[config.mk]
export PLATFORM = sky130hd
export DESIGN_NAME = rmpps_cell
export DESIGN_NICKNAME = d
export VERILOG_FILES = /design/src/hw/rtl/rmpps_pkg.sv /design/src/hw/rtl/rmpps_cell.sv
export SDC_FILE = /design/constraint.sdc
export NUM_CORES = 1
export LEC_CHECK = 0
export BUFFER_PORTS_ARGS = -buffer_cell sky130_fd_sc_hd__buf_2
export CAP_MARGIN = 20
export CORE_AREA = 2 2 209 211
export CTS_BUF_LIST = sky130_fd_sc_hd__clkbuf_2
export CTS_CLUSTER_DIAMETER = 40
export DETAILED_ROUTE_END_ITERATION = 10
export DIE_AREA = 0 0 211 213
export GPL_TIMING_DRIVEN = 0
export HOLD_SLACK_MARGIN = 0.03
export PLACE_DENSITY = 0.7
export SETUP_SLACK_MARGIN = 0.05
export SYNTH_ARGS = -nofsm -noshare
export SYNTH_HDL_FRONTEND = slang
export SYNTH_SLANG_ARGS = --single-unit
[constraint.sdc]
create_clock -name clk_i -period 5.2 [get_ports clk_i]
set_input_delay 1.04 -clock clk_i [delete_from_list [all_inputs] [get_ports clk_i]]
set_output_delay 1.04 -clock clk_i [all_outputs]
set_load 0.01 [all_outputs]
[src/hw/rtl/rmpps_pkg.sv]
// ----------------------------------------------------------------------------
// rmpps_pkg
// Shared constants and types for the rectangle minimum-price point store.
// ----------------------------------------------------------------------------
package rmpps_pkg;

  localparam int unsigned CAPACITY_DEF   = 256;
  localparam int unsigned COORD_BITS_DEF = 30;
  localparam int unsigned PRICE_W        = 31;
  localparam int unsigned OP_W           = 2;
  localparam int unsigned STATUS_W       = 2;
  localparam int unsigned INDEX_OUT_W    = 8;

  localparam logic [OP_W-1:0] OP_INSERT = 2'd0;
  localparam logic [OP_W-1:0] OP_QUERY  = 2'd1;
  localparam logic [OP_W-1:0] OP_CLEAR  = 2'd2;

  localparam logic [STATUS_W-1:0] STATUS_ACCEPTED = 2'd0;
  localparam logic [STATUS_W-1:0] STATUS_DROPPED  = 2'd1;
  localparam logic [STATUS_W-1:0] STATUS_FOUND    = 2'd2;
  localparam logic [STATUS_W-1:0] STATUS_NONE     = 2'd3;

  typedef enum logic [1:0] {
    KIND_PASS   = 2'd0,
    KIND_INSERT = 2'd1,
    KIND_QUERY  = 2'd2
  } kind_e;

  typedef struct packed {
    logic                valid;
    kind_e               kind;
    logic [STATUS_W-1:0] status;
    logic                found;
  } tok_ctrl_t;

  localparam tok_ctrl_t TOK_CTRL_IDLE = '{
    valid:  1'b0,
    kind:   KIND_PASS,
    status: STATUS_ACCEPTED,
    found:  1'b0
  };

endpackage

[src/hw/rtl/rmpps_cell.sv]
// ----------------------------------------------------------------------------
// rmpps_cell
// One store slot: holds a point and updates each passing token.
// ----------------------------------------------------------------------------
module rmpps_cell
  import rmpps_pkg::*;
#(
  parameter int unsigned CAPACITY   = CAPACITY_DEF,
  parameter int unsigned COORD_BITS = COORD_BITS_DEF,
  parameter int unsigned INDEX      = 0,
  localparam int unsigned CNT_W     = $clog2(CAPACITY + 1),
  localparam int unsigned IDX_W     = (CAPACITY > 1) ? $clog2(CAPACITY) : 1
) (
  input  logic                  clk_i,
  input  logic                  rst_ni,
  input  logic                  advance_i,
  input  tok_ctrl_t             ctrl_i,
  input  logic [COORD_BITS-1:0] lo_x_i,
  input  logic [COORD_BITS-1:0] hi_x_i,
  input  logic [COORD_BITS-1:0] lo_y_i,
  input  logic [COORD_BITS-1:0] hi_y_i,
  input  logic [PRICE_W-1:0]    pt_price_i,
  input  logic [CNT_W-1:0]      ref_cnt_i,
  input  logic [PRICE_W-1:0]    best_price_i,
  input  logic [COORD_BITS-1:0] best_x_i,
  input  logic [COORD_BITS-1:0] best_y_i,
  input  logic [IDX_W-1:0]      best_idx_i,
  output tok_ctrl_t             ctrl_o,
  output logic [COORD_BITS-1:0] lo_x_o,
  output logic [COORD_BITS-1:0] hi_x_o,
  output logic [COORD_BITS-1:0] lo_y_o,
  output logic [COORD_BITS-1:0] hi_y_o,
  output logic [PRICE_W-1:0]    pt_price_o,
  output logic [CNT_W-1:0]      ref_cnt_o,
  output logic [PRICE_W-1:0]    best_price_o,
  output logic [COORD_BITS-1:0] best_x_o,
  output logic [COORD_BITS-1:0] best_y_o,
  output logic [IDX_W-1:0]      best_idx_o
);

  localparam logic [CNT_W-1:0] SLOT     = CNT_W'(INDEX);
  localparam logic [IDX_W-1:0] SLOT_IDX = IDX_W'(INDEX);

  logic [COORD_BITS-1:0] x_q, y_q;
  logic [PRICE_W-1:0]    price_q;

  tok_ctrl_t             ctrl_q, ctrl_d;
  logic [COORD_BITS-1:0] lo_x_q, hi_x_q, lo_y_q, hi_y_q;
  logic [PRICE_W-1:0]    pt_price_q;
  logic [CNT_W-1:0]      ref_cnt_q;
  logic [PRICE_W-1:0]    best_price_q;
  logic [COORD_BITS-1:0] best_x_q, best_y_q;
  logic [IDX_W-1:0]      best_idx_q;

  logic write, inside_rect, hit;

  assign write = advance_i && ctrl_i.valid && (ctrl_i.kind == KIND_INSERT)
                 && (ref_cnt_i == SLOT);

  assign inside_rect = (x_q >= lo_x_i) && (x_q <= hi_x_i)
                       && (y_q >= lo_y_i) && (y_q <= hi_y_i);

  // strict less keeps the earlier slot on equal price
  assign hit = (ctrl_i.kind == KIND_QUERY) && (SLOT < ref_cnt_i) && inside_rect
               && (!ctrl_i.found || (price_q < best_price_i));

  always_comb begin
    ctrl_d       = ctrl_i;
    ctrl_d.found = ctrl_i.found || hit;
  end

  always_ff @(posedge clk_i) begin
    if (write) begin
      x_q     <= lo_x_i;
      y_q     <= lo_y_i;
      price_q <= pt_price_i;
    end
  end

  always_ff @(posedge clk_i or negedge rst_ni) begin
    if (!rst_ni) begin
      ctrl_q <= TOK_CTRL_IDLE;
    end else if (advance_i) begin
      ctrl_q <= ctrl_d;
    end
  end

  always_ff @(posedge clk_i) begin
    if (advance_i) begin
      lo_x_q     <= lo_x_i;
      hi_x_q     <= hi_x_i;
      lo_y_q     <= lo_y_i;
      hi_y_q     <= hi_y_i;
      pt_price_q <= pt_price_i;
      ref_cnt_q  <= ref_cnt_i;
      if (hit) begin
        best_price_q <= price_q;
        best_x_q     <= x_q;
        best_y_q     <= y_q;
        best_idx_q   <= SLOT_IDX;
      end else begin
        best_price_q <= best_price_i;
        best_x_q     <= best_x_i;
        best_y_q     <= best_y_i;
        best_idx_q   <= best_idx_i;
      end
    end
  end

  assign ctrl_o       = ctrl_q;
  assign lo_x_o       = lo_x_q;
  assign hi_x_o       = hi_x_q;
  assign lo_y_o       = lo_y_q;
  assign hi_y_o       = hi_y_q;
  assign pt_price_o   = pt_price_q;
  assign ref_cnt_o    = ref_cnt_q;
  assign best_price_o = best_price_q;
  assign best_x_o     = best_x_q;
  assign best_y_o     = best_y_q;
  assign best_idx_o   = best_idx_q;

endmodule

# == Word level (Yosys, flattened, before mapping) ==
# Index checks and enable logic that the tools add are counted.
# word_totals
ff_bits,356
word_cells,41
in_bits,268
# op_classes
order_cmp,6
reduce_logical,13
n_eq_ne,2
mux,3
# ops
operator,count
$ge 30x30->1,2
$le 30x30->1,2
$mux 30,2
$lt 31x31->1,1
$mux 31,1
$logic_and 1x1->1,9
$logic_not 9->1,1
$lt 1x9->1 const A,1
$eq 2x1->1 const B,1
$eq 2x2->1 const B,1
$logic_or 1x1->1,2
$logic_not 1->1,1

# == Logic depth before layout (Yosys ltp) ==
# depth
ltp_word,7
mapped_depth,12

# == Least setup slack after synthesis ==
# OpenSTA, ideal clock, no wires.
# synth_path
path_kind,input -> register
from,in ref_cnt_i[4]
to,"reg price_q[0], enable pin"
setup_time_ps,765
path_stages,3
path_buffers,0
t_arrival_ps,10027
slack_ps,-5592
path_cell_list,nor4_1 -> nand3_1 -> nor4_1
# synth_between
elab_chain_cells,2
# synth_lines
item,line,text
from (decl),rmpps_cell.sv:23,"input logic [CNT_W-1:0] ref_cnt_i,"
$logic_not 9->1,rmpps_cell.sv:58,&& (ref_cnt_i == SLOT);
$logic_and 1x1->1,rmpps_cell.sv:58,
named net write,rmpps_cell.sv:55,"logic write, inside_rect, hit;"
to (signal assigned),rmpps_cell.sv:76,price_q <= pt_price_i;
to (decl),rmpps_cell.sv:45,logic [PRICE_W-1:0] price_q;
# The timed path passes the listed nets, and every way through them passes these cells.
# A chain may end at the register's enable or synchronous reset.

# == Final worst setup path ==
# layout_path
from,in hi_x_i[27]
to,"reg best_x_q[6], in the netlist best_x_o[6] (data pin)"
# layout_between
elab_chain_cells,7
# layout_lines
item,line,text
from (decl),rmpps_cell.sv:19,"input logic [COORD_BITS-1:0] hi_x_i,"
$le 30x30->1,rmpps_cell.sv:60,assign inside_rect = (x_q >= lo_x_i) && (x_q <= hi_x_i)
$logic_and 1x1->1,rmpps_cell.sv:60,
$logic_and 1x1->1 (2 in a row),rmpps_cell.sv:61,&& (y_q >= lo_y_i) && (y_q <= hi_y_i);
$logic_and 1x1->1,rmpps_cell.sv:64,assign hit = (ctrl_i.kind == KIND_QUERY) && (SLOT < ref_cnt_i) && inside_rect
$logic_and 1x1->1,rmpps_cell.sv:65,&& (!ctrl_i.found || (price_q < best_price_i));
$mux 30,rmpps_cell.sv:96,if (hit) begin
to (signal assigned),rmpps_cell.sv:98,best_x_q <= x_q;
to (signal assigned),rmpps_cell.sv:103,best_x_q <= best_x_i;
to (decl),rmpps_cell.sv:52,"logic [COORD_BITS-1:0] best_x_q, best_y_q;"
# No other way between the ends.

==> impl_metrics.ini <==
[status]
outcome = finished clean

[clock_tree]
clkLatencyLatePin_ps = 1030
postCtsSetupBuffers = 0
cts.path.max_buffers = 3
cts_max_level = 3
numCtsBuffers = 92
ctsResizeCount = 0
clkSinkCount = 356
cts_tree = built
clk_pin_slew_ps = 120
cts-root-buf = clkbuf_2
hold_buffers = 26

[route]
wire_per_inst_um = 19.6
via_per_inst = 4.78
vias = 10900
drtAntennaViolNets = 0
drt_wl_total_um = 44700
dr.pass1.iters = 5
drt_iter0_markers = 597
drc = 0

[critical_path]
r2r-start = x_q[29]
setup.worst_path.start_class = input port
r2r_end = best_x_o[6]
worstRegToRegCells = 10
required_ps = 5930
critical_path_class = in2reg
endpoint = best_x_o[6]
ff2ff_setup_slack_ps = 680
endpoint_kind = register
cp_data_arrival_time_ps = 5360
critical_path.startpoint = hi_x_i[27]
cpMaxStageDelayCell = a311oi_2
cpPeakStageDelay_ps = 690
path_cells = dlygate4sd3_1, buf_2, inv_1, ha_1, nand4_1, nor4_2, nand3_1, a211oi_1, nand4_1, a311oi_2, buf_6, buf_2, mux2_2
critPathMaxFanout = 10

[global_routing]
grt_max_degree = 118
grt.total_usage_pct = 19.5
grt_overflow_total = 0
grt_pass1_vias = 11400
grt_pass1_wl_um = 64700
antenna_found_initial = 8

[layout]
most-common-layout-cells = buf_2, edfxtp_1, inv_1
fill_cells = 3777
drive_above_1_share_pct = 45.0
seq_area_um2 = 10700
area_growth_pct = 29.0
final_util_pct = 47.3
final_cells = 2277
multi_input_area_um2 = 4350
mostFrequentLayoutCell = buf_2
layout.nets = 2090
final_area_um2 = 20200

[place]
dp_cells = 2098
gp_congestion = 0.852
placed_cell_area_um2 = 19200
place_hpwl_um = 35000
numPortBuffers = 532

[synth]
syn_avg_cell_area_um2 = 15.5
synth-edff-count = 350
syn_inst = 1010
synthesis.area_um2 = 15600
yosysWarningCount = 0
synthesis.nets = 1428
yosys_register_bits = 356
ys_types = 36
async_flop_share_pct = 1.69
yosysSeqAreaShare_pct = 68.2
ys.flop_type = edfxtp_1

[sta]
fmax_mhz = 216
fin_tns_setup_ps = 0
final_max_slew_viol_count = 0
slew_headroom_pct = 45.0
fin_crit_sh_pct = 89.1
finalSetupViolCount = 0
worstMarginPinSlew_ps = 819
skew_ps = 62.2
rsz0062_at_grt = false
final_hold_viol_count = 0
fin_crit_ps = 4630

[floorplanning]
core_um2 = 42700
ios = 533
fp-row-count = 76
start_util_pct = 36.6
fp.dieW_um = 211
dieHeight_um = 213
dieArea_um2 = 44900

[job]
maxCapViolCount = 0

[min_path]
hold_class = in2reg
hp-start = pt_price_i[0]

[pwr]
vdd_drop_max_v = 0.000208
powerDensity_nw_per_um2 = 288
p_leak_nw = 9.18
==> worst min path at each step <==
| stage | slack [ps] | end | cells after the start |
|---|---|---|---|
| 3_3_place_gp | 490 | ctrl_o[4] | 1 |
| 3_5_place_dp | 500 | ctrl_o[3] | 1 |
| 4_1_cts | 30 | price_q[25] | 1 |
| 5_1_grt | 60 | price_q[25] | 1 |
| 2_1_floorplan | 540 | best_price_o[18] | 1 |
| 6_report | 210 | pt_price_o[0] | 1 |
==> state kept, by name, summed over array words and instances (netlist names) <==
register      flops
best_price_o     31
price_q          31
pt_price_o       31
best_x_o         30
best_y_o         30
hi_x_o           30
hi_y_o           30
lo_x_o           30
lo_y_o           30
x_q              30
y_q              30
ref_cnt_o         9
best_idx_o        8
ctrl_o            6
==> power by group <==
part           switching, W  internal [W]
Clock               0.00113      0.000692
Sequential        0.0000376       0.00332
Combinational      0.000366      0.000281
Total               0.00153       0.00429
==> synth_stat cells, drive strengths merged, types with 2 or more instances <==
cell / count / share of area [%]
a21o: 25 / 1.2
nand2: 23 / 0.55
nand2b: 4 / 0.16
nor2: 18 / 0.43
nor3: 8 / 0.26
buf: 10 / 0.38
dfrtp: 6 / 0.96
a21oi: 52 / 1.7
nor4: 7 / 0.32
ha: 150 / 12
a211oi: 11 / 0.53
nand3: 12 / 0.38
nand4: 32 / 1.3
o21ai: 21 / 0.67
mux2: 95 / 6.8
inv: 154 / 3.7
o31ai: 5 / 0.24
a31oi: 3 / 0.12
nor2b: 10 / 0.40
edfxtp: 350 / 67
o21a: 2 / 0.096
a21boi: 2 / 0.096
==> through the flow <==
step	worst slack (ps)	power [W]	hold WS, ps
2_1_floorplan	338	0.00366	540
3_3_place_gp	-5750	0.00405	488
3_5_place_dp	-276	0.00405	495
4_1_cts	307	0.00591	30.4
5_1_grt	196	0.00611	64.6
6_report	566	0.00582	212
==> metal layers <==
layer,part of all wire (%),track usage [%],vias up
met4,2.8,8.86,6
met1,38,21.4,5169
met2,51,34.0,477
met5,0.094,0,-
met3,8.1,6.66,81
li1,-,-,5157
==> cell families (layout without fill, tap and decap cells) <==
group	count (synthesis)	after routing	share of synthesized area (%)
other cells	0	5	0
flops	356	356	68.2
buf+inv	165	881	4.10
fa+ha+maj	150	150	12.0
mux	95	95	6.84
simple gates	116	116	3.86
compound gates	128	128	5.04
==> critical path: cells and delay by family <==
family                     cells  cell delay, ps
AOI/OAI and AO/OA              2            1070
adders and majority gates      1             290
buffers and inverters          5            1330
muxes                          1             390
and+or+nand+nor                4            1240
==> area by class of cell <==
type / instances / share of cell area (%)
Sequential cell: 356 / 52.8
Inverter: 154 / 2.86
Clock buffer: 125 / 3.10
Antenna cell: 5 / 0.0620
Buffer: 11 / 0.310
Clock inverter: 23 / 0.632
Timing Repair Buffer: 568 / 15.3
Tap cell: 546 / 3.38
Multi-Input combinational cell: 489 / 21.6
(Power assumes the default switching activity.)
