## config.mk

```make
export PLATFORM = sky130hd
export DESIGN_NAME = rmpps_head_flat
export DESIGN_NICKNAME = d
export VERILOG_FILES = /design/src/hw/rtl/rmpps_pkg.sv /design/src/hw/rtl/rmpps_if.sv /design/src/hw/rtl/rmpps_head.sv /design/src/flat_wrapper.sv
export SDC_FILE = /design/constraint.sdc
export NUM_CORES = 1
export LEC_CHECK = 0
export BUFFER_PORTS_ARGS = -buffer_cell sky130_fd_sc_hd__buf_4
export CAP_MARGIN = 20
export CORE_AREA = 2 2 188 190
export CTS_CLUSTER_DIAMETER = 60
export DETAILED_ROUTE_END_ITERATION = 10
export DIE_AREA = 0 0 190 192
export GPL_TIMING_DRIVEN = 0
export HOLD_SLACK_MARGIN = 0.03
export SLEW_MARGIN = 0
export SYNTH_ARGS = -nofsm -noshare
export SYNTH_HDL_FRONTEND = slang
export SYNTH_SLANG_ARGS = --single-unit
```

## constraint.sdc

```tcl
create_clock -name clk_i -period 1.6 [get_ports clk_i]
set_input_delay 0 -clock clk_i [delete_from_list [all_inputs] [get_ports clk_i]]
set_output_delay 0 -clock clk_i [all_outputs]
set_load 0.03 [all_outputs]
```

## src/hw/rtl/rmpps_pkg.sv

```systemverilog
// ----------------------------------------------------------------------------
// rmpps_pkg
// Shared constants and types for the rectangle minimum-price point store.
// ----------------------------------------------------------------------------
package rmpps_pkg;

  localparam int unsigned CAPACITY_DEF   = 256;
  localparam int unsigned COORD_BITS_DEF = 30;
  localparam int unsigned PRICE_W        = 31;
  localparam int unsigned OP_W           = 2;
  localparam int unsigned STATUS_W       = 2;
  localparam int unsigned INDEX_OUT_W    = 8;

  localparam logic [OP_W-1:0] OP_INSERT = 2'd0;
  localparam logic [OP_W-1:0] OP_QUERY  = 2'd1;
  localparam logic [OP_W-1:0] OP_CLEAR  = 2'd2;

  localparam logic [STATUS_W-1:0] STATUS_ACCEPTED = 2'd0;
  localparam logic [STATUS_W-1:0] STATUS_DROPPED  = 2'd1;
  localparam logic [STATUS_W-1:0] STATUS_FOUND    = 2'd2;
  localparam logic [STATUS_W-1:0] STATUS_NONE     = 2'd3;

  typedef enum logic [1:0] {
    KIND_PASS   = 2'd0,
    KIND_INSERT = 2'd1,
    KIND_QUERY  = 2'd2
  } kind_e;

  typedef struct packed {
    logic                valid;
    kind_e               kind;
    logic [STATUS_W-1:0] status;
    logic                found;
  } tok_ctrl_t;

  localparam tok_ctrl_t TOK_CTRL_IDLE = '{
    valid:  1'b0,
    kind:   KIND_PASS,
    status: STATUS_ACCEPTED,
    found:  1'b0
  };

endpackage

```

## src/hw/rtl/rmpps_if.sv

```systemverilog
// ----------------------------------------------------------------------------
// rmpps_if
// Valid/ready channels of the point store: operation in, result out.
// ----------------------------------------------------------------------------
interface rmpps_op_if
  import rmpps_pkg::*;
#(
  parameter int unsigned COORD_W = COORD_BITS_DEF
);
  logic               valid;
  logic               ready;
  logic [OP_W-1:0]    operation;
  logic [COORD_W-1:0] point_x;
  logic [COORD_W-1:0] point_y;
  logic [PRICE_W-1:0] point_price;
  logic [COORD_W-1:0] query_x_low;
  logic [COORD_W-1:0] query_x_high;
  logic [COORD_W-1:0] query_y_low;
  logic [COORD_W-1:0] query_y_high;

  modport source (
    output valid, operation, point_x, point_y, point_price,
           query_x_low, query_x_high, query_y_low, query_y_high,
    input  ready
  );
  modport sink (
    input  valid, operation, point_x, point_y, point_price,
           query_x_low, query_x_high, query_y_low, query_y_high,
    output ready
  );
endinterface


```

## src/hw/rtl/rmpps_head.sv

```systemverilog
// ----------------------------------------------------------------------------
// rmpps_head
// Entry count and decode of an incoming operation into a chain token.
// ----------------------------------------------------------------------------
module rmpps_head
  import rmpps_pkg::*;
#(
  parameter int unsigned CAPACITY   = CAPACITY_DEF,
  parameter int unsigned COORD_BITS = COORD_BITS_DEF,
  localparam int unsigned CNT_W     = $clog2(CAPACITY + 1),
  localparam int unsigned IDX_W     = (CAPACITY > 1) ? $clog2(CAPACITY) : 1
) (
  input  logic                  clk_i,
  input  logic                  rst_ni,
  rmpps_op_if.sink              in_if,
  input  logic                  advance_i,
  output tok_ctrl_t             ctrl_o,
  output logic [COORD_BITS-1:0] lo_x_o,
  output logic [COORD_BITS-1:0] hi_x_o,
  output logic [COORD_BITS-1:0] lo_y_o,
  output logic [COORD_BITS-1:0] hi_y_o,
  output logic [PRICE_W-1:0]    pt_price_o,
  output logic [CNT_W-1:0]      ref_cnt_o,
  output logic [PRICE_W-1:0]    best_price_o,
  output logic [COORD_BITS-1:0] best_x_o,
  output logic [COORD_BITS-1:0] best_y_o,
  output logic [IDX_W-1:0]      best_idx_o
);

  localparam logic [CNT_W-1:0] CAP_CNT = CNT_W'(CAPACITY);

  logic [CNT_W-1:0] count_q, count_d;
  logic             full;

  assign full        = (count_q >= CAP_CNT);
  assign in_if.ready = advance_i;

  always_comb begin
    ctrl_o       = TOK_CTRL_IDLE;
    ctrl_o.valid = in_if.valid;
    count_d      = count_q;
    case (in_if.operation)
      OP_INSERT: begin
        if (full) begin
          ctrl_o.status = STATUS_DROPPED;
        end else begin
          ctrl_o.kind = KIND_INSERT;
          count_d     = count_q + CNT_W'(1);
        end
      end
      OP_QUERY: begin
        ctrl_o.kind = KIND_QUERY;
      end
      OP_CLEAR: begin
        count_d = '0;
      end
      default: begin
        ctrl_o.kind = KIND_PASS;
      end
    endcase
  end

  // insert reuses the low bounds to carry its point
  assign lo_x_o       = (in_if.operation == OP_QUERY) ? in_if.query_x_low : in_if.point_x;
  assign lo_y_o       = (in_if.operation == OP_QUERY) ? in_if.query_y_low : in_if.point_y;
  assign hi_x_o       = in_if.query_x_high;
  assign hi_y_o       = in_if.query_y_high;
  assign pt_price_o   = in_if.point_price;
  assign ref_cnt_o    = count_q;
  assign best_price_o = '0;
  assign best_x_o     = '0;
  assign best_y_o     = '0;
  assign best_idx_o   = '0;

  always_ff @(posedge clk_i or negedge rst_ni) begin
    if (!rst_ni) begin
      count_q <= '0;
    end else if (in_if.valid && advance_i) begin
      count_q <= count_d;
    end
  end

endmodule

```

## src/flat_wrapper.sv

```systemverilog
// flat-port wrapper written by rule: the top's interface ports become plain ports
module rmpps_head_flat import rmpps_pkg::*;
#(
  parameter int unsigned CAPACITY   = CAPACITY_DEF,
  parameter int unsigned COORD_BITS = COORD_BITS_DEF,
  localparam int unsigned CNT_W     = $clog2(CAPACITY + 1),
  localparam int unsigned IDX_W     = (CAPACITY > 1) ? $clog2(CAPACITY) : 1
)
  (clk_i, rst_ni, advance_i, ctrl_o, lo_x_o, hi_x_o, lo_y_o, hi_y_o, pt_price_o, ref_cnt_o, best_price_o, best_x_o, best_y_o, best_idx_o, in_if_valid, in_if_operation, in_if_point_x, in_if_point_y, in_if_point_price, in_if_query_x_low, in_if_query_x_high, in_if_query_y_low, in_if_query_y_high, in_if_ready);
  rmpps_op_if in_if_i ();
  input  logic clk_i;
  input  logic rst_ni;
  input  logic advance_i;
  output tok_ctrl_t ctrl_o;
  output logic [COORD_BITS-1:0] lo_x_o;
  output logic [COORD_BITS-1:0] hi_x_o;
  output logic [COORD_BITS-1:0] lo_y_o;
  output logic [COORD_BITS-1:0] hi_y_o;
  output logic [PRICE_W-1:0] pt_price_o;
  output logic [CNT_W-1:0] ref_cnt_o;
  output logic [PRICE_W-1:0] best_price_o;
  output logic [COORD_BITS-1:0] best_x_o;
  output logic [COORD_BITS-1:0] best_y_o;
  output logic [IDX_W-1:0] best_idx_o;
  input wire logic [$bits(in_if_i.valid)-1:0] in_if_valid;
  input wire logic [$bits(in_if_i.operation)-1:0] in_if_operation;
  input wire logic [$bits(in_if_i.point_x)-1:0] in_if_point_x;
  input wire logic [$bits(in_if_i.point_y)-1:0] in_if_point_y;
  input wire logic [$bits(in_if_i.point_price)-1:0] in_if_point_price;
  input wire logic [$bits(in_if_i.query_x_low)-1:0] in_if_query_x_low;
  input wire logic [$bits(in_if_i.query_x_high)-1:0] in_if_query_x_high;
  input wire logic [$bits(in_if_i.query_y_low)-1:0] in_if_query_y_low;
  input wire logic [$bits(in_if_i.query_y_high)-1:0] in_if_query_y_high;
  output wire logic [$bits(in_if_i.ready)-1:0] in_if_ready;
  assign in_if_i.valid = in_if_valid;
  assign in_if_i.operation = in_if_operation;
  assign in_if_i.point_x = in_if_point_x;
  assign in_if_i.point_y = in_if_point_y;
  assign in_if_i.point_price = in_if_point_price;
  assign in_if_i.query_x_low = in_if_query_x_low;
  assign in_if_i.query_x_high = in_if_query_x_high;
  assign in_if_i.query_y_low = in_if_query_y_low;
  assign in_if_i.query_y_high = in_if_query_y_high;
  assign in_if_ready = in_if_i.ready;
  rmpps_head #(.CAPACITY(CAPACITY), .COORD_BITS(COORD_BITS)) u_core (.clk_i(clk_i), .rst_ni(rst_ni), .in_if(in_if_i), .advance_i(advance_i), .ctrl_o(ctrl_o), .lo_x_o(lo_x_o), .hi_x_o(hi_x_o), .lo_y_o(lo_y_o), .hi_y_o(hi_y_o), .pt_price_o(pt_price_o), .ref_cnt_o(ref_cnt_o), .best_price_o(best_price_o), .best_x_o(best_x_o), .best_y_o(best_y_o), .best_idx_o(best_idx_o));
endmodule
```

Word-level counts from Yosys, hierarchy flattened. Cells that the tools add are included.

Output and inout port bits: 266. Input port bits: 217. Register bits: 9. Word-level logic and storage cells: 18.

Multiplexer cells: 8. Eq/ne operators: 3. Add/subtract/negate cells: 1. Reductions and logical operators: 4. Magnitude comparators: 1.

Operators with widths (number): $mux 30 (2); $pmux 9 s2 (1); $add 9x1->9 const B (1); $ge 9x9->1 const B (1); $mux 9 (1); $pmux 2 s2 (1); $mux 1 (3); $reduce_and 3->1 (1); $eq 2x1->1 const B (1); $eq 2x2->1 const B (1); $logic_not 2->1 (1); $ne 2x2->1 const B (1); $reduce_bool 2->1 (1); $logic_and 1x1->1 (1).

Logic depth before layout (Yosys ltp). Gate-level depths: netlist of the first run.

Depth after elaboration: 3. Depth in mapped cells: 5. Mapped depth without buffers: 5.

Worst setup path after synthesis of the first run. Ideal clock, no wire load.

Path kind: flip-flop to flip-flop. Start: register u_core.count_q[8], in the netlist u_core.ref_cnt_o[8]. End: register u_core.count_q[0], in the netlist u_core.ref_cnt_o[0]. Cell stages (with the launch flop): 4. Data required time: 1.516 ns. Clock period less this slack: 1.672 ns. Path slack: -0.072 ns. Arrival time: 1.588 ns. Path through: dfrtp_1 -> nor3_1 -> nand3_1 -> o21ai_0.

Longest elaborated chain between the ends: 3.

RTL lines: start, declared (RTL line rmpps_head.sv:32) `logic [CNT_W-1:0] count_q, count_d;`; start signal, assigned (RTL line rmpps_head.sv:79) `count_q <= count_d;`; $ge 9x9->1 (RTL line rmpps_head.sv:35) `assign full = (count_q >= CAP_CNT);`; $ne 2x2->1 (no source line); $reduce_and 3->1 (no source line).

Every way passes these cells. A chain may end at the register's enable or synchronous reset.

Worst setup path after layout of the first run.
Start: register u_core.count_q[8], in the netlist u_core.ref_cnt_o[8]. End: register u_core.count_q[7], in the netlist u_core.ref_cnt_o[7].

Same word-level chain as after synthesis.

==> results of run 1 <==
[stage by stage]
| step | setup WS, ps | TNS (ps) | hold WS (ps) | area (um2) | total power, W |
|---|---|---|---|---|---|
| 6_report | 173 | 0 | 52.7 | 5890 | 0.00288 |
| 5_1_grt | 46.1 | 0 | 73.0 | 5890 | 0.00302 |
| 4_1_cts | 141 | 0 | 54.5 | 5880 | 0.00289 |
| 3_5_place_dp | -142 | -3370 | -169 | 5790 | 0.00244 |
| 3_3_place_gp | -143 | -3020 | -172 | 5790 | 0.00243 |
| 2_1_floorplan | 81.3 | 0 | -296 | 3050 | 0.00171 |
[layout by cell type, fill, tap and decap left out, types with 2 or more instances in the layout]
master / synthesis / layout
dfrtp_1: 9 / 9
conb_1: 1 / 101
o21ai_0: 2 / 2
buf_4: 194 / 484
clkbuf_16: 0 / 3
nand2_1: 5 / 5
clkbuf_1: 2 / 2
nor3_1: 3 / 2
xor2_1: 2 / 2
buf_2: 6 / 6
mux2_2: 60 / 60
nand3_1: 4 / 4
xnor2_1: 3 / 3
nor2_1: 5 / 5
[synth_stat cells, types with 2 or more instances]
| library cell | number | area share [%] |
|---|---|---|
| xor2_1 | 2 | 0.66 |
| clkbuf_1 | 2 | 0.28 |
| buf_4 | 194 | 55 |
| xnor2_1 | 3 | 0.99 |
| nand3_1 | 4 | 0.75 |
| dfrtp_1 | 9 | 8.4 |
| mux2_2 | 60 | 25 |
| nand2_1 | 5 | 0.70 |
| o21ai_0 | 2 | 0.38 |
| nor4_1 | 2 | 0.47 |
| nor2_1 | 5 | 0.70 |
| buf_2 | 6 | 1.1 |
| nor3_1 | 3 | 0.56 |
[kinds of logic after synthesis]
| logic type | synth area share, % |
|---|---|
| buffers and inverters | 56.1 |
| muxes | 25.3 |
| and+or+nand+nor | 6.66 |
| DFF | 8.44 |
| AOI/OAI and AO/OA | 1.17 |
| xor gates and xnor gates | 1.64 |
| adders and majority gates | 0.469 |
| other | 0.141 |
[metal layers]
| metal | part of all wire, % | global-route usage [%] |
|---|---|---|
| met1 | 36 | 6.85 |
| met2 | 57 | 11.4 |
| met3 | 7.6 | 0.585 |
| met4 | 0.35 | 0.716 |
| met5 | 0 | 0 |
[what timing repair did]
item                                   CTS  global route
setup endpoints to repair               59             1
hold buffers                             1             0
resized for setup                        1             1
endpoints found under the hold margin    9             0
[cell type report]
cell class                 count  area, um2  share of cell area (%)
clock buffer                   4       78.8                    1.34
multi-input combinational    202       1340                    22.7
sequential                     9        225                    3.82
timing repair buffer         291       2190                    37.1
tap                          455        569                    9.66
inverter                       1       3.75                  0.0637
buffer                       201       1490                    25.3
[how the worst max path moves through the flow]
stage                        startpoint             endpoint  slack [ps]  cells after the start
floorplan           u_core.ref_cnt_o[0]  u_core.ref_cnt_o[6]          80                      5
global placement     in_if_operation[1]           lo_y_o[11]        -140                      6
detailed placement   in_if_operation[1]           lo_y_o[11]        -140                      6
CTS                 u_core.ref_cnt_o[0]  u_core.ref_cnt_o[6]         140                      5
global route        u_core.ref_cnt_o[0]  u_core.ref_cnt_o[6]          50                      5
finish              u_core.ref_cnt_o[8]  u_core.ref_cnt_o[7]         170                      4
[where the power goes]
group | switching [W] | internal (W)
registers | 0.0000270 | 0.000248
clock network | 0.000108 | 0.000333
logic | 0.00121 | 0.000955
==> metrics.cfg, run 1 <==
[worst_setup_path]
cp_top_family=simple AND/OR/NAND/NOR gates
ff2ff_setup_slack_ps=170
slowest_delay_ps=480
crit_chain=nand2b_2 > nand2_4 > or4_1 > a21oi_1
reg2reg_to=u_core.ref_cnt_o[7]
cp_max_fo=6
rr_worst_depth=4
end_kind=flip-flop
cp.arrival_ps=1580
r2r_start=u_core.ref_cnt_o[8]
worstSetupPathType=reg -> reg
worstPathRequired_ps=1760
start_kind=flip-flop
cpMaxStageDelayCell=dfrtp_1
critPathBufInv=0

[hold_path]
hold_path_end=u_core.ref_cnt_o[8]
min_from=in_if_operation[1]
hold-path-cell-count=2
hold_path_class=in -> reg

[timing]
setup_viol=0
rsz0062_at_grt=false
hold_viol=0
fmax_mhz=701
min_period_over_period_pct=89.2
finalMaxSlewViolations=0
min_period_ps=1430
finClkSkew_ps=1.36

[yosys]
ys_ff_latch=9
netlist_instances=314
synth_cell_type_count=30
synthFlopType=dfrtp_1
async_flop_share_pct=100
synth-edff-count=0
synth-seq-area-share_pct=8.44
netlist_area_mm2=0.00267
ys_warn_count=0
syn_avg_cell_area_um2=8.50

[finish]
largest_register_ff_count=9
fin_util_pct=17.2
drive_above_1_share_pct=79.2
n_fill_cell=3839
area_growth_pct=121
final_cells=1163
diodes=0
layout.nets=927

[floorplan]
die_area_mm2=0.0365
coreArea_mm2=0.0343
initial_core_util_pct=7.78
placementRows=68
dieWidth_um=190
pin_count=483
die_h_um=192

[clock_tree]
cts_setup_buffers=0
cts.reportedPaths.clkPinSlew_ps=40
cts.sinks=9
cts_buffer_depth=2
cts_buffers=3
cts_tree=built
htreeDepth=1
cts-root-buf=clkbuf_16
clk_latency_ps=230

[detailed_routing]
post-route-drc-count=0
ant_nets=0
drtIter0Drc=31
wl_per_cell_um=10.7
dr_total_vias=2998
via_per_inst=2.58
first_pass_iters=4
wl_um=12500

[grt]
grt_pass1_wl_um=16000
grt_usage_pct=5.79
antenna_found_initial=0
grt_start_max_net_pins=11
grt_overflow=0
grt_pass1_vias=2664

[place]
portBuffers=290
routabilityCongestion=0.822
hpwl_um=11800
dp.cells=1159

[flow_run]
cap_violations=0

[power]
p_leak_nw=3.23
peakVddDrop_mv=0.545
power_density_mw_per_mm2=489

[outcome]
status=complete, no violations

Power figures use the tool's default switching activity.
==> run 2, diff against run 1 <==
--- a/config.mk
+++ b/config.mk
@@ -5,6 +5,7 @@
 export SDC_FILE = /design/constraint.sdc
 export NUM_CORES = 1
 export LEC_CHECK = 0
+export ABC_AREA = 1
 export BUFFER_PORTS_ARGS = -buffer_cell sky130_fd_sc_hd__buf_4
 export CAP_MARGIN = 20
 export CORE_AREA = 2 2 188 190
==> run 2 against run 1 <==
Net effect: cell area increased by 1.1%; fmax increased by 7.2%; clock power increased by 2%; routed wire length increased by 4.9%; combinational power increased by 6%; critical path depth increased by 3; sequential share of layout area about the same; area after synthesis increased by 3.0%; non-clock buffer count increased by 5; critical path type is now in -> out.
==> metrics.cfg, run 2 <==
[outcome]
status=complete, no violations

[floorplan]
pin_count=483
initial_core_util_pct=8.01
die_h_um=192
dieWidth_um=190
coreArea_mm2=0.0343
die_area_mm2=0.0365
placementRows=68

[yosys]
yosys.area_share.adder_pct=0.456
synth_area_leaders=buf_4, nand2_1, dfrtp_1
netlist_area_mm2=0.00275
synth-simple-area-share_pct=33.0
synth_top_family_by_area=buffers and inverters
synth_compound_area_share_pct=1.46
ys_ff_latch=9
synthFlopType=dfrtp_1
synth_cell_type_count=17
synth_xor_area_share_pct=0
netlist_instances=466
syn_avg_cell_area_um2=5.89
synth_top_cell_by_area=buf_4
ys_warn_count=0
ys_top_cells_by_count=nand2_1, buf_4, buf_2
synth_most_common_cell=nand2_1
yosysTopAreaCellShare_pct=53.0
synth-edff-count=0
async_flop_share_pct=100
muxShareOfSynthArea_pct=0
synth-seq-area-share_pct=8.20

[place]
placed_cell_area_mm2=0.00587
portBuffers=290
routabilityCongestion=0.729
hpwl_um=11800
dp.cells=1311

[detailed_routing]
drtIter0Drc=50
post-route-drc-count=0
first_pass_iters=4
wl_per_cell_um=9.95
via_per_inst=2.76
ant_nets=0
wl_um=13100
dr_total_vias=3627

[worst_setup_path]
worstSetupPathType=in -> out
cp.arrival_ps=1330
crit_chain=buf_4 > nor2_4 > inv_2 > buf_2 > nand2_1 > nand2_1 > buf_4
cp_top_family=buffers and inverters
end_kind=output pin
cp_max_fo=10
cp-startpoint=in_if_operation[1]
critPathBufInv=4
worstPathRequired_ps=1600
slowest_delay_ps=340
r2r_start=u_core.ref_cnt_o[1]
cpMaxStageDelayCell=nor2_4
start_kind=input pin

[finish]
multi_input_area_mm2=0.00134
final_cells=1316
register_area_um2=225
final_cell_mix=buf_4, nand2_1, conb_1
n_fill_cell=3865
layout.nets=1080
drive_above_1_share_pct=58.5
area_growth_pct=117
final_common_cell=buf_4
largest_register_ff_count=9
final_area_mm2=0.00596
diodes=0
fin_util_pct=17.4

[timing]
rsz0062_at_grt=false
fmax_mhz=751
hold_viol=0
finClkSkew_ps=3.05
finalMaxSlewViolations=0
final.setup.tns_ps=0
setup_viol=0
min_period_ps=1330
min_period_over_period_pct=83.2

[clock_tree]
htreeDepth=1
cts_tree=built
clk_latency_ps=240
cts-resized-gates=0
cts_buffers=3
cts_buffer_depth=2
cts.reportedPaths.clkPinSlew_ps=40
cts-root-buf=clkbuf_16
cts.sinks=9

[power]
p_leak_nw=3.61
peakVddDrop_mv=0.392
power_density_mw_per_mm2=514

[grt]
grt_pass1_wl_um=16700
grt_pass1_vias=3089
antenna_found_initial=1
grt_start_max_net_pins=11
grt_usage_pct=5.92
grt_overflow=0

[hold_path]
min_from=in_if_valid
hold_path_class=in -> reg

[flow_run]
cap_violations=0

run 2: area by class of cell:
class,count,area share (%)
Timing Repair Buffer,291,36.7
Sequential cell,9,3.78
Tap cell,455,9.56
Buffer,206,25.5
Multi-Input combinational cell,340,22.5
Clock buffer,4,1.32
Inverter,11,0.693
run 2: path summary, 6_finish.rpt:
path                                        to  slack (ps)  cells past startpoint
min                        u_core.ref_cnt_o[8]         110                      4
max                                  lo_y_o[7]         270                      7
max reg2reg                u_core.ref_cnt_o[6]         370                      6
max in group asynchronous  u_core.ref_cnt_o[0]        1330                      2
min reg2reg                u_core.ref_cnt_o[1]         560                      2
min in group asynchronous  u_core.ref_cnt_o[3]         130                      2
run 2: timing repair:
action	4_1_cts	5_1_grt
hold buffers	1	0
buffers inserted	0	0
endpoints found under the hold margin	9	0
setup endpoints to repair	0	0
run 2: cells by family after synthesis:
| family | Yosys count |
|---|---|
| simple gates | 231 |
| buf+inv | 217 |
| flops | 9 |
| compound gates | 7 |
| fa+ha+maj | 1 |
| other cells | 1 |
run 2: worst reg2reg max path, stage by stage (launching register included):
cell     delay [ps]
dfrtp_1         400
ha_1            230
nand3_1         140
nor2_1          150
nand2_1          60
nand4_1          80
nand2_1          50
run 2: where the power goes:
| group | switching (W) | internal [W] | total (W) | leakage (nW) |
|---|---|---|---|---|
| sequential | 0.0000571 | 0.000265 | 0.000322 | 0.122 |
| clock | 0.000116 | 0.000334 | 0.000449 | 0.0382 |
| combinational | 0.00135 | 0.000948 | 0.00229 | 3.45 |
run 2: stage by stage:
| stage | hold WS [ps] | setup slack (ps) | total power, W |
|---|---|---|---|
| 2_1_floorplan | -296 | 252 | 0.00181 |
| 3_3_place_gp | -164 | 109 | 0.00261 |
| 3_5_place_dp | -163 | 110 | 0.00262 |
| 4_1_cts | 106 | 107 | 0.00308 |
| 5_1_grt | 150 | 115 | 0.00325 |
| 6_report | 106 | 268 | 0.00306 |
run 2: metal layers:
| metal | vias to the layer above | GRT usage [%] | routed length [um] |
|---|---|---|---|
| met2 | 231 | 12.1 | 7320 |
| met4 | 0 | 0.626 | 16 |
| li1 | 1899 | - | - |
| met1 | 1495 | 6.50 | 4480 |
| met3 | 2 | 1.00 | 1270 |
| met5 | - | 0 | 0 |
==> run 3, diff against run 2 <==
==> constraint.sdc (replaced) <==
create_clock -name clk_i -period 1.3 [get_ports clk_i]
set_input_delay 0 -clock clk_i [delete_from_list [all_inputs] [get_ports clk_i]]
set_output_delay 0 -clock clk_i [all_outputs]
set_load 0.03 [all_outputs]
==> run 3 against run 2 <==
Net effect: final cell count grew 0.38%; global-route usage increased by 0.69 points; combinational power is 25% higher; worst setup slack worse by 180 ps; flip-flop and latch count is the same; die area unchanged; total power grew 25%; largest cell class unchanged.
==> metrics.cfg, run 3 (synthesis gave the netlist of run 2 again) <==
[power]
power_density_mw_per_mm2=635
clockPowerShare_pct=14.9
switching_share_pct=49.7
p_seq_share_pct=10.4
pwr-share-comb_pct=74.7
p_leak_nw=3.64
total_power_w=0.00383
p_int_w=0.00193
peakVddDrop_mv=0.508
p_switching_w=0.00191

[timing]
fin_ws_ps=91.7
final.setup.tns_ps=0
fmax_mhz=828
finClkSkew_ps=3.07
finalMaxSlewViolations=0
min_period_ps=1210
setup_viol=0
min_period_over_period_pct=92.9
rsz0062_at_grt=false
hold_viol=0

[detailed_routing]
post-route-drc-count=0
drtIter0Drc=31
wl_um=14300
first_pass_iters=4
dr_total_vias=3687
wl_per_cell_um=10.9
via_per_inst=2.79
ant_nets=0

[grt]
antenna_found_initial=0
grt_usage_pct=6.61
grt_pass1_wl_um=18300
grt_pass1_vias=3256
grt_overflow=0
grt_start_max_net_pins=11

[clock_tree]
cts.reportedPaths.clkPinSlew_ps=40
cts-root-buf=clkbuf_16
cts_buffers=3
clk_latency_ps=240
cts.sinks=9
htreeDepth=1
cts_buffer_depth=2
cts_tree=built

[worst_setup_path]
reg2reg_to=u_core.ref_cnt_o[2]
r2r_start=u_core.ref_cnt_o[0]
worstSetupPathType=reg -> reg
start_kind=flip-flop
worstPathRequired_ps=1430
ff2ff_setup_slack_ps=90
rr_worst_depth=4
cp.arrival_ps=1330
end_kind=flip-flop
cp_max_fo=4

[finish]
drive_above_1_share_pct=59.2
largest_register_ff_count=9
final_common_cell=buf_4
layout.nets=1085
diodes=0
final_cell_mix=buf_4, nand2_1, conb_1
n_fill_cell=3917
final_cells=1321
area_growth_pct=120

[place]
routabilityCongestion=0.722
portBuffers=290
pre_cts_ws_ps=-110
dp.cells=1311
hpwl_um=13000

[outcome]
status=complete, no violations

[flow_run]
cap_violations=0

[hold_path]
min_from=advance_i
hold_path_class=in -> reg
hold_path_end=u_core.ref_cnt_o[8]
hold-path-cell-count=4

[floorplan]
die_h_um=192
placementRows=68
pin_count=483
dieWidth_um=190
coreArea_mm2=0.0343
initial_core_util_pct=8.01
die_area_mm2=0.0365

## run 3: worst max path at each step
stage,from,to,slack [ps],cells after the start
after floorplan,u_core.ref_cnt_o[8],u_core.ref_cnt_o[0],4,3
after global placement,in_if_operation[1],lo_y_o[6],-100,7
after detailed placement,in_if_operation[1],lo_y_o[6],-110,7
after CTS,in_if_operation[0],lo_x_o[26],-5,9
after global routing,u_core.ref_cnt_o[1],u_core.ref_cnt_o[8],9,5
final,u_core.ref_cnt_o[0],u_core.ref_cnt_o[2],90,4
## run 3: per-stage QoR
| step | area [um2] | hold slack (ps) | util, % |
|---|---|---|---|
| after floorplan | 3120 | -296 | - |
| after global placement | 5870 | -165 | 17.1 |
| after detailed placement | 5870 | -165 | 17.1 |
| after CTS | 6000 | 113 | 17.5 |
| after global routing | 6030 | 135 | 17.6 |
| final | 6030 | 118 | 17.6 |
## run 3: routing by layer
metal  track usage, %  vias to the layer above  routed length, um
met2             13.1                      241               7750
met4            0.447                        0                 31
li1                 -                     1906                  -
met5                0                        -                  0
met1             7.58                     1536               5180
met3             1.17                        4               1380
## run 3: layout make-up
type                    count  area [um2]  area share, %
plain buffers             206        1520           25.2
flip-flops and latches      9         228           3.77
clock buffers               4        78.8           1.31
inverters                  11        41.3          0.684
well taps                 455         569           9.43
repair buffers            296        2250           37.3
multi-input cells         340        1350           22.3
## run 3: power by group through the flow
| stage | Combinational [W] | Sequential (W) | Clock (W) |
|---|---|---|---|
| after detailed placement | 0.00286 | 0.000402 | 0 |
| final | 0.00286 | 0.000398 | 0.000572 |
| after floorplan | 0.00176 | 0.000474 | 0 |
| after CTS | 0.00288 | 0.000399 | 0.000579 |
| after global routing | 0.00305 | 0.000408 | 0.000599 |
| after global placement | 0.00285 | 0.000398 | 0 |
## run 3: what timing repair did
item / 4_1_cts / 5_1_grt
buffers inserted: 2 / 3
cloned: 0 / 0
endpoints found under the hold margin: 9 / 0
resized for setup: 0 / 4
hold buffers: 1 / 0
pin swaps: 1 / 1
endpoints found under the setup margin: 22 / 11
## run 3: worst max-delay path, cell delays in order, from the launching register on
cell	delay, ps
dfrtp_2	420
ha_1	250
or2_2	280
nand3_1	70
o21ai_1	70
